`src/sv/pcek7_pkg.sv`:
```
// ----------------------------------------------------------------------------
// pcek7_pkg
// Types and constants shared by the punctured K=7 convolutional encoder.
// ----------------------------------------------------------------------------
package pcek7_pkg;

   // Longest puncturing pattern, in symbol pairs
   localparam int unsigned MAX_PERIOD  = 8;
   // Information bits (and so symbol pairs) per input beat
   localparam int unsigned PAIRS       = 8;
   // Entries in the queue between front and back
   localparam int unsigned QUEUE_DEPTH = 2;

   localparam logic [6:0] POLY_FIRST_RESET  = 7'd121;
   localparam logic [6:0] POLY_SECOND_RESET = 7'd91;
   localparam logic [3:0] PERIOD_RESET      = 4'd1;
   localparam logic [7:0] KEEP_FIRST_RESET  = 8'd1;
   localparam logic [7:0] KEEP_SECOND_RESET = 8'd1;

   typedef enum logic [2:0] {
      CSR_POLY_FIRST   = 3'd0,
      CSR_POLY_SECOND  = 3'd1,
      CSR_PUNCT_PERIOD = 3'd2,
      CSR_KEEP_FIRST   = 3'd3,
      CSR_KEEP_SECOND  = 3'd4
   } csr_index_type;

   typedef struct packed {
      logic [6:0] poly_first;
      logic [6:0] poly_second;
      logic [3:0] punct_period;
      logic [7:0] keep_first;
      logic [7:0] keep_second;
   } cfg_type;

   // One encoded byte: parity bits and keep flags, pair 0 transmitted first
   typedef struct packed {
      logic [PAIRS-1:0] g_first;
      logic [PAIRS-1:0] g_second;
      logic [PAIRS-1:0] keep_first;
      logic [PAIRS-1:0] keep_second;
   } pair_word_type;

endpackage

```
`src/sv/punctured_conv_encoder_k7.sv`:
```
// ----------------------------------------------------------------------------
// punctured_conv_encoder_k7
// Rate-1/2, K=7 convolutional encoder with a programmable puncturer.
// ----------------------------------------------------------------------------
// One data byte per beat, MSB encoded first, gives one result beat holding the
// kept coded bits right-aligned (first bit highest, unused bits zero) and
// their count. The block takes a byte every clock cycle while req_tready is
// high; the front stage is combinational, and each encoded byte is registered
// in the two-entry queue and then in the output register. The encoder state
// and the puncture phase advance at request time, so bytes may follow each
// other without gaps. Write the configuration registers (index 0 first
// generator, 1 second generator, 2 period, 3 first keep mask, 4 second keep
// mask) only while no byte is in flight; csr_ready is always high.
module punctured_conv_encoder_k7 (
   input  logic        clock,
   input  logic        reset,
   input  logic        req_tvalid,
   output logic        req_tready,
   input  logic [7:0]  req_tdata,   // [7:0] data_byte
   output logic        rsp_tvalid,
   input  logic        rsp_tready,
   output logic [23:0] rsp_tdata,   // [15:0] coded_bits, [20:16] bit_count, rest zero
   input  logic        csr_valid,
   output logic        csr_ready,
   input  logic [2:0]  csr_index,
   input  logic [7:0]  csr_data
);

   pcek7_pkg::cfg_type       cfg_ff;
   pcek7_pkg::pair_word_type push_word;
   pcek7_pkg::pair_word_type pop_word;
   logic                     queue_ready;
   logic                     push;
   logic                     pop;
   logic                     pop_valid;
   logic [15:0]              coded_bits;
   logic [4:0]               bit_count;

   assign csr_ready = 1'b1;

   always_ff @(posedge clock) begin
      if (reset) begin
         cfg_ff.poly_first   <= pcek7_pkg::POLY_FIRST_RESET;
         cfg_ff.poly_second  <= pcek7_pkg::POLY_SECOND_RESET;
         cfg_ff.punct_period <= pcek7_pkg::PERIOD_RESET;
         cfg_ff.keep_first   <= pcek7_pkg::KEEP_FIRST_RESET;
         cfg_ff.keep_second  <= pcek7_pkg::KEEP_SECOND_RESET;
      end else if (csr_valid) begin
         case (csr_index)
            pcek7_pkg::CSR_POLY_FIRST:   cfg_ff.poly_first   <= csr_data[6:0];
            pcek7_pkg::CSR_POLY_SECOND:  cfg_ff.poly_second  <= csr_data[6:0];
            pcek7_pkg::CSR_PUNCT_PERIOD: cfg_ff.punct_period <= csr_data[3:0];
            pcek7_pkg::CSR_KEEP_FIRST:   cfg_ff.keep_first   <= csr_data;
            pcek7_pkg::CSR_KEEP_SECOND:  cfg_ff.keep_second  <= csr_data;
            default: begin
               // drop writes beyond the register list
            end
         endcase
      end
   end

   pcek7_front u_front (
      .clock       (clock),
      .reset       (reset),
      .cfg         (cfg_ff),
      .req_valid   (req_tvalid),
      .req_ready   (req_tready),
      .data_byte   (req_tdata),
      .queue_ready (queue_ready),
      .push        (push),
      .push_word   (push_word)
   );

   pcek7_fifo u_fifo (
      .clock      (clock),
      .reset      (reset),
      .push       (push),
      .push_word  (push_word),
      .push_ready (queue_ready),
      .pop        (pop),
      .pop_valid  (pop_valid),
      .pop_word   (pop_word)
   );

   pcek7_back u_back (
      .clock      (clock),
      .reset      (reset),
      .pop_valid  (pop_valid),
      .pop_word   (pop_word),
      .pop        (pop),
      .rsp_valid  (rsp_tvalid),
      .rsp_ready  (rsp_tready),
      .coded_bits (coded_bits),
      .bit_count  (bit_count)
   );

   assign rsp_tdata = {3'b000, bit_count, coded_bits};

   a_count_range : assert property (@(posedge clock) disable iff (reset)
      rsp_tvalid |-> (bit_count <= 5'd16))
      else $error("bit count above sixteen");

   a_idle_after_reset : assert property (@(posedge clock)
      $past(reset) |-> !rsp_tvalid)
      else $error("result beat straight after reset");

endmodule

```
`src/sv/pcek7_front.sv`:
```
// ----------------------------------------------------------------------------
// pcek7_front
// Accepts data bytes, runs the K=7 encoder over all eight bits and marks
// which parity bits the puncturing pattern keeps.
// ----------------------------------------------------------------------------
module pcek7_front (
   input  logic                    clock,
   input  logic                    reset,
   input  pcek7_pkg::cfg_type      cfg,
   input  logic                    req_valid,
   output logic                    req_ready,
   input  logic [7:0]              data_byte,
   input  logic                    queue_ready,
   output logic                    push,
   output pcek7_pkg::pair_word_type push_word
);

   logic [5:0]  state_ff;
   logic [5:0]  state_in;
   logic [2:0]  phase_ff;
   logic [2:0]  phase_in;
   logic [13:0] window;
   logic [6:0]  shift_reg;
   logic [3:0]  period_eff;
   logic [3:0]  phase_cur;
   logic [3:0]  phase_nxt;

   assign req_ready = queue_ready;
   assign push      = req_valid & queue_ready;

   // Oldest bit lowest: stored state, then the byte MSB first
   always_comb begin
      window[5:0] = state_ff;
      for (int i = 0; i < int'(pcek7_pkg::PAIRS); i++) begin
         window[6+i] = data_byte[7-i];
      end
   end

   always_comb begin
      if (cfg.punct_period == 4'd0) begin
         period_eff = 4'd1;
      end else if (cfg.punct_period > 4'(pcek7_pkg::MAX_PERIOD)) begin
         period_eff = 4'(pcek7_pkg::MAX_PERIOD);
      end else begin
         period_eff = cfg.punct_period;
      end
   end

   // Parity per pair; walk the phase across the eight pairs and wrap once it
   // reaches the period
   always_comb begin
      push_word.g_first     = '0;
      push_word.g_second    = '0;
      push_word.keep_first  = '0;
      push_word.keep_second = '0;
      shift_reg             = '0;
      phase_cur             = {1'b0, phase_ff};
      phase_nxt             = '0;
      for (int k = 0; k < int'(pcek7_pkg::PAIRS); k++) begin
         shift_reg                = window[k +: 7];
         push_word.g_first[k]     = ^(shift_reg & cfg.poly_first);
         push_word.g_second[k]    = ^(shift_reg & cfg.poly_second);
         push_word.keep_first[k]  = cfg.keep_first[phase_cur[2:0]];
         push_word.keep_second[k] = cfg.keep_second[phase_cur[2:0]];
         phase_nxt                = phase_cur + 4'd1;
         phase_cur                = (phase_nxt >= period_eff) ? 4'd0 : phase_nxt;
      end
   end

   assign state_in = push ? window[13:8] : state_ff;
   assign phase_in = push ? phase_cur[2:0] : phase_ff;

   always_ff @(posedge clock) begin
      if (reset) begin
         state_ff <= '0;
         phase_ff <= '0;
      end else begin
         state_ff <= state_in;
         phase_ff <= phase_in;
      end
   end

endmodule

```
`src/sv/pcek7_fifo.sv`:
```
// ----------------------------------------------------------------------------
// pcek7_fifo
// Short queue of encoded bytes between the front and the back.
// ----------------------------------------------------------------------------
module pcek7_fifo (
   input  logic                     clock,
   input  logic                     reset,
   input  logic                     push,
   input  pcek7_pkg::pair_word_type push_word,
   output logic                     push_ready,
   input  logic                     pop,
   output logic                     pop_valid,
   output pcek7_pkg::pair_word_type pop_word
);

   localparam int unsigned PTR_W = (pcek7_pkg::QUEUE_DEPTH > 1) ?
                                   $clog2(pcek7_pkg::QUEUE_DEPTH) : 1;
   localparam int unsigned CNT_W = $clog2(pcek7_pkg::QUEUE_DEPTH + 1);
   localparam logic [PTR_W-1:0] LAST_PTR = PTR_W'(pcek7_pkg::QUEUE_DEPTH - 1);
   localparam logic [CNT_W-1:0] DEPTH_CNT = CNT_W'(pcek7_pkg::QUEUE_DEPTH);

   pcek7_pkg::pair_word_type mem [pcek7_pkg::QUEUE_DEPTH];

   logic [PTR_W-1:0] wr_ptr_ff;
   logic [PTR_W-1:0] wr_ptr_in;
   logic [PTR_W-1:0] rd_ptr_ff;
   logic [PTR_W-1:0] rd_ptr_in;
   logic [CNT_W-1:0] count_ff;
   logic [CNT_W-1:0] count_in;

   assign push_ready = (count_ff != DEPTH_CNT);
   assign pop_valid  = (count_ff != '0);
   assign pop_word   = mem[rd_ptr_ff];

   always_comb begin
      wr_ptr_in = wr_ptr_ff;
      rd_ptr_in = rd_ptr_ff;
      count_in  = count_ff;
      if (push) begin
         wr_ptr_in = (wr_ptr_ff == LAST_PTR) ? '0 : wr_ptr_ff + 1'b1;
      end
      if (pop) begin
         rd_ptr_in = (rd_ptr_ff == LAST_PTR) ? '0 : rd_ptr_ff + 1'b1;
      end
      case ({push, pop})
         2'b10:   count_in = count_ff + 1'b1;
         2'b01:   count_in = count_ff - 1'b1;
         default: count_in = count_ff;
      endcase
   end

   always_ff @(posedge clock) begin
      if (push) begin
         mem[wr_ptr_ff] <= push_word;
      end
   end

   always_ff @(posedge clock) begin
      if (reset) begin
         wr_ptr_ff <= '0;
         rd_ptr_ff <= '0;
         count_ff  <= '0;
      end else begin
         wr_ptr_ff <= wr_ptr_in;
         rd_ptr_ff <= rd_ptr_in;
         count_ff  <= count_in;
      end
   end

   a_count_bound : assert property (@(posedge clock) disable iff (reset)
      count_ff <= DEPTH_CNT)
      else $error("queue fill count beyond depth");

   a_pop_drains : assert property (@(posedge clock) disable iff (reset)
      (pop && !push) |=> (count_ff == $past(count_ff) - 1'b1))
      else $error("queue count did not drop after a pop");

endmodule

```
`src/sv/pcek7_back.sv`:
```
// ----------------------------------------------------------------------------
// pcek7_back
// Packs the kept parity bits of one byte right-aligned, first bit highest,
// and holds the result in the output register.
// ----------------------------------------------------------------------------
module pcek7_back (
   input  logic                     clock,
   input  logic                     reset,
   input  logic                     pop_valid,
   input  pcek7_pkg::pair_word_type pop_word,
   output logic                     pop,
   output logic                     rsp_valid,
   input  logic                     rsp_ready,
   output logic [15:0]              coded_bits,
   output logic [4:0]               bit_count
);

   logic        valid_ff;
   logic        valid_in;
   logic [15:0] coded_ff;
   logic [15:0] coded_in;
   logic [4:0]  count_ff;
   logic [4:0]  count_in;
   logic        load;

   assign load     = !valid_ff || rsp_ready;
   assign pop      = pop_valid && load;
   assign valid_in = pop_valid || (valid_ff && !rsp_ready);

   // Append zero, one or two bits per pair
   always_comb begin
      coded_in = '0;
      count_in = '0;
      for (int k = 0; k < int'(pcek7_pkg::PAIRS); k++) begin
         case ({pop_word.keep_first[k], pop_word.keep_second[k]})
            2'b11: begin
               coded_in = {coded_in[13:0], pop_word.g_first[k], pop_word.g_second[k]};
               count_in = count_in + 5'd2;
            end
            2'b10: begin
               coded_in = {coded_in[14:0], pop_word.g_first[k]};
               count_in = count_in + 5'd1;
            end
            2'b01: begin
               coded_in = {coded_in[14:0], pop_word.g_second[k]};
               count_in = count_in + 5'd1;
            end
            default: begin
               coded_in = coded_in;
               count_in = count_in;
            end
         endcase
      end
   end

   always_ff @(posedge clock) begin
      if (reset) begin
         valid_ff <= 1'b0;
      end else if (load) begin
         valid_ff <= valid_in;
      end
   end

   always_ff @(posedge clock) begin
      if (pop) begin
         coded_ff <= coded_in;
         count_ff <= count_in;
      end
   end

   assign rsp_valid  = valid_ff;
   assign coded_bits = coded_ff;
   assign bit_count  = count_ff;

endmodule
```
`config.mk`:
```
export PLATFORM = sky130hd
export DESIGN_NAME = punctured_conv_encoder_k7
export DESIGN_NICKNAME = d
export VERILOG_FILES = /design/src/sv/pcek7_pkg.sv /design/src/sv/punctured_conv_encoder_k7.sv /design/src/sv/pcek7_front.sv /design/src/sv/pcek7_fifo.sv /design/src/sv/pcek7_back.sv
export SDC_FILE = /design/constraint.sdc
export NUM_CORES = 1
export LEC_CHECK = 0
export ABC_AREA = 0
export BUFFER_PORTS_ARGS = -buffer_cell sky130_fd_sc_hd__buf_2
export CAP_MARGIN = 30
export CORE_ASPECT_RATIO = 1.4
export CORE_MARGIN = 5
export CORE_UTILIZATION = 64
export DETAILED_ROUTE_END_ITERATION = 8
export PLACE_DENSITY = 0.82
export SYNTH_ARGS = -nofsm -noshare
export SYNTH_HDL_FRONTEND = slang
export SYNTH_HIERARCHICAL = 1
export SYNTH_SLANG_ARGS = --single-unit
```
`constraint.sdc`:
```
create_clock -name clock -period 15.8 [get_ports clock]
set_clock_uncertainty 0.2 [all_clocks]
set_input_delay 3.16 -clock clock [delete_from_list [all_inputs] [get_ports clock]]
set_output_delay 3.16 -clock clock [all_outputs]
set_load 0.03 [all_outputs]
```
==> metrics.yaml <==
run_status:
  status: "finished clean"
setup_path:
  end_kind: "flip-flop"
  crit_top_cell: "ha_1"
  r2r_setup_slack_ns: 1.07
  crit_path_top_delay_cell: "dfxtp_1"
  startpoint: "cfg_ff[18]"
  crit_path_max_fanout: 10
  required_ns: 15.95
  rr_worst_depth: 73
  max_stage_delay_ns: 0.36
  startpoint_type: "flip-flop"
  cp.arrival_ns: 14.87
  worst-setup-path-type: "reg2reg"
  reg2reg_from: "cfg_ff[18]"
synthesis:
  netlist.area_leader.share: 0.211
  ys_warn_count: 6
  synth_edf_count: 85
  syn_avg_cell_area_um2: 8.60
  synth.distinct_cells: 114
  syn_area_um2: 12100
  async_flop_share: 0
  synth_flop_cell: "edfxtp_1"
  synth_cells: 1405
  synth-seq-cells: 134
  synth_area_leaders: "edfxtp_1 (21%), ha_1 (8.3%), dfxtp_1 (8.1%)"
  synth.most_common_cell: "nand2_1"
  ys_top_cells_by_count: "nand2_1 (223), nor2_1 (109), edfxtp_1 (85), xnor2_1 (85), ha_1 (80)"
  synth.largest_area_cell: "edfxtp_1"
  ys_seq_area_frac: 0.292
clock_network:
  htree_levels: 4
  path_clk_slew_ns: 0.06
  cts_made_buffers: 17
  holdBufCountCts: 0
  clock_path_buffers: 2
  clock_latency_ns: 0.43
  clockRootBuffer: "clkbuf_16"
  cts_tree: "yes"
  cts_sinks: 134
global_route:
  grt_max_degree: 65
  grt_pass1_wl_um: 52200
  grt_overflow: 0
  grt_antenna_before_repair: 0
  grt_util_all_layers: 0.288
  grt_pass1_vias: 10600
placed_design:
  gp_congestion: 0.956
  port_buffers: 46
  hpwl_um: 22700
  dp.cells: 1630
  place_ws_ns: 0.264
timing:
  slew-limit-headroom: 0.341
  setup_viol: 0
  post-route-period-util: 0.932
  final_max_slew_viol_count: 0
  finalHoldViolCount: 0
  setup_ws_ns: 1.07
  tightest_slew_ns: 0.988
  max_freq_mhz: 67.9
  whs_ns: 0.287
  fin_crit_ns: 14.73
detailed_routing:
  drc: 0
  drt_pass1_iterations: 7
  postRouteAntennaNets: 0
  drt-total-wl_um: 32200
  drtIter0Drc: 1087
  vias: 10800
  vias_per_cell: 6.50
  wl_per_cell_um: 19.4
final_layout:
  utilization: 0.707
  drive_gt1_frac: 0.128
  stdcell_count: 1664
  finish.net_count: 1511
  num_antenna_cells: 0
  area_growth_pct: 8.77
hold_path:
  hold_path.class: "reg2reg"
  worstHoldStart: "u_front/state_ff[0]"
  hold_depth: 2
floorplanning:
  die_h_um: 173
  row_count: 59
  io_pins: 51
  design.core.area_um2: 18600
  die_area_um2: 21800
  start_util: 0.650
  dieWidth_um: 126
run:
  drv_cap: 0
[area by class of cell]
| type | instances | area, um^2 |
|---|---|---|
| tap | 244 | 305 |
| inverter | 74 | 285 |
| multi-input combinational | 1120 | 8040 |
| fill | 1406 | 5450 |
| clock buffer | 18 | 439 |
| clock inverter | 14 | 206 |
| timing repair buffer | 60 | 335 |
| sequential | 134 | 3530 |
[path summary, 6_finish.rpt]
check                         to
min reg2reg  u_front/state_ff[0]
max reg2reg  u_front/phase_ff[0]
min          u_front/state_ff[0]
max          u_front/phase_ff[0]
[through the flow]
stage	area [um^2]	setup TNS [ns]
final	13100	0
after global placement	12400	0
after floorplan	12100	0
after CTS	13000	0
after global routing	13100	-0.0486
after detailed placement	12400	0
[state kept, by name, summed over array words and instances (netlist names), named ones only]
name	cells
cfg_ff	34
u_front/phase_ff	3
u_fifo/mem	64
u_front/state_ff	6
u_fifo/count_ff	2
u_back/coded_bits	16
u_back/bit_count	5
u_back/rsp_valid	1
u_fifo/rd_ptr_ff	1
u_fifo/wr_ptr_ff	1
[cell families after synthesis]
logic type	synth area share
xor gates and xnor gates	0.0818
adders and majority gates	0.0828
muxes	0.105
AOI/OAI and AO/OA	0.188
buffers and inverters	0.0521
DFF	0.292
other	0.000621
and+or+nand+nor	0.197
[cells in the final DEF (no fill, tap or decap), types with 15 or more instances in the layout]
cell type and n:
buf_2 46, nand2_1 222, edfxtp_1 85, xnor2_1 85, a31oi_1 20, inv_1 68, dfxtp_1 48, o22ai_1 17
nor2_1 106, xor2_1 21, a221oi_1 15, mux2_1 32, a22oi_1 15, clkbuf_16 17, o21ai_0 56, mux2i_1 58
nand3_1 20, ha_1 78, a21oi_1 60, nand2b_1 41
[timing repair]
item                       4_1_cts  5_1_grt
setup endpoints to repair        0        7
buffers inserted                 0        2
gates resized for setup          0       19
[critical path: cells and delay by family (launching register included)]
family | cells | cell delay, ns
adders and majority gates | 15 | 4.25
and+or+nand+nor | 18 | 3.57
AOI/OAI and AO/OA | 22 | 3.48
buffers and inverters | 14 | 1.86
xor gates and xnor gates | 4 | 0.90
DFF | 1 | 0.36
[per-layer routing]
layer / share of wire / up-vias / routed length [um] / track usage
li1: - / 5049 / - / -
met1: 0.38 / 5104 / 12200 / 0.326
met2: 0.52 / 522 / 16700 / 0.520
met3: 0.058 / 137 / 1860 / 0.0478
met4: 0.044 / 0 / 1430 / 0.141
met5: 0 / - / 0 / 0
Power is not shown: default switching activity piles up to over one toggle a cycle in this logic, so the estimate is an artifact.
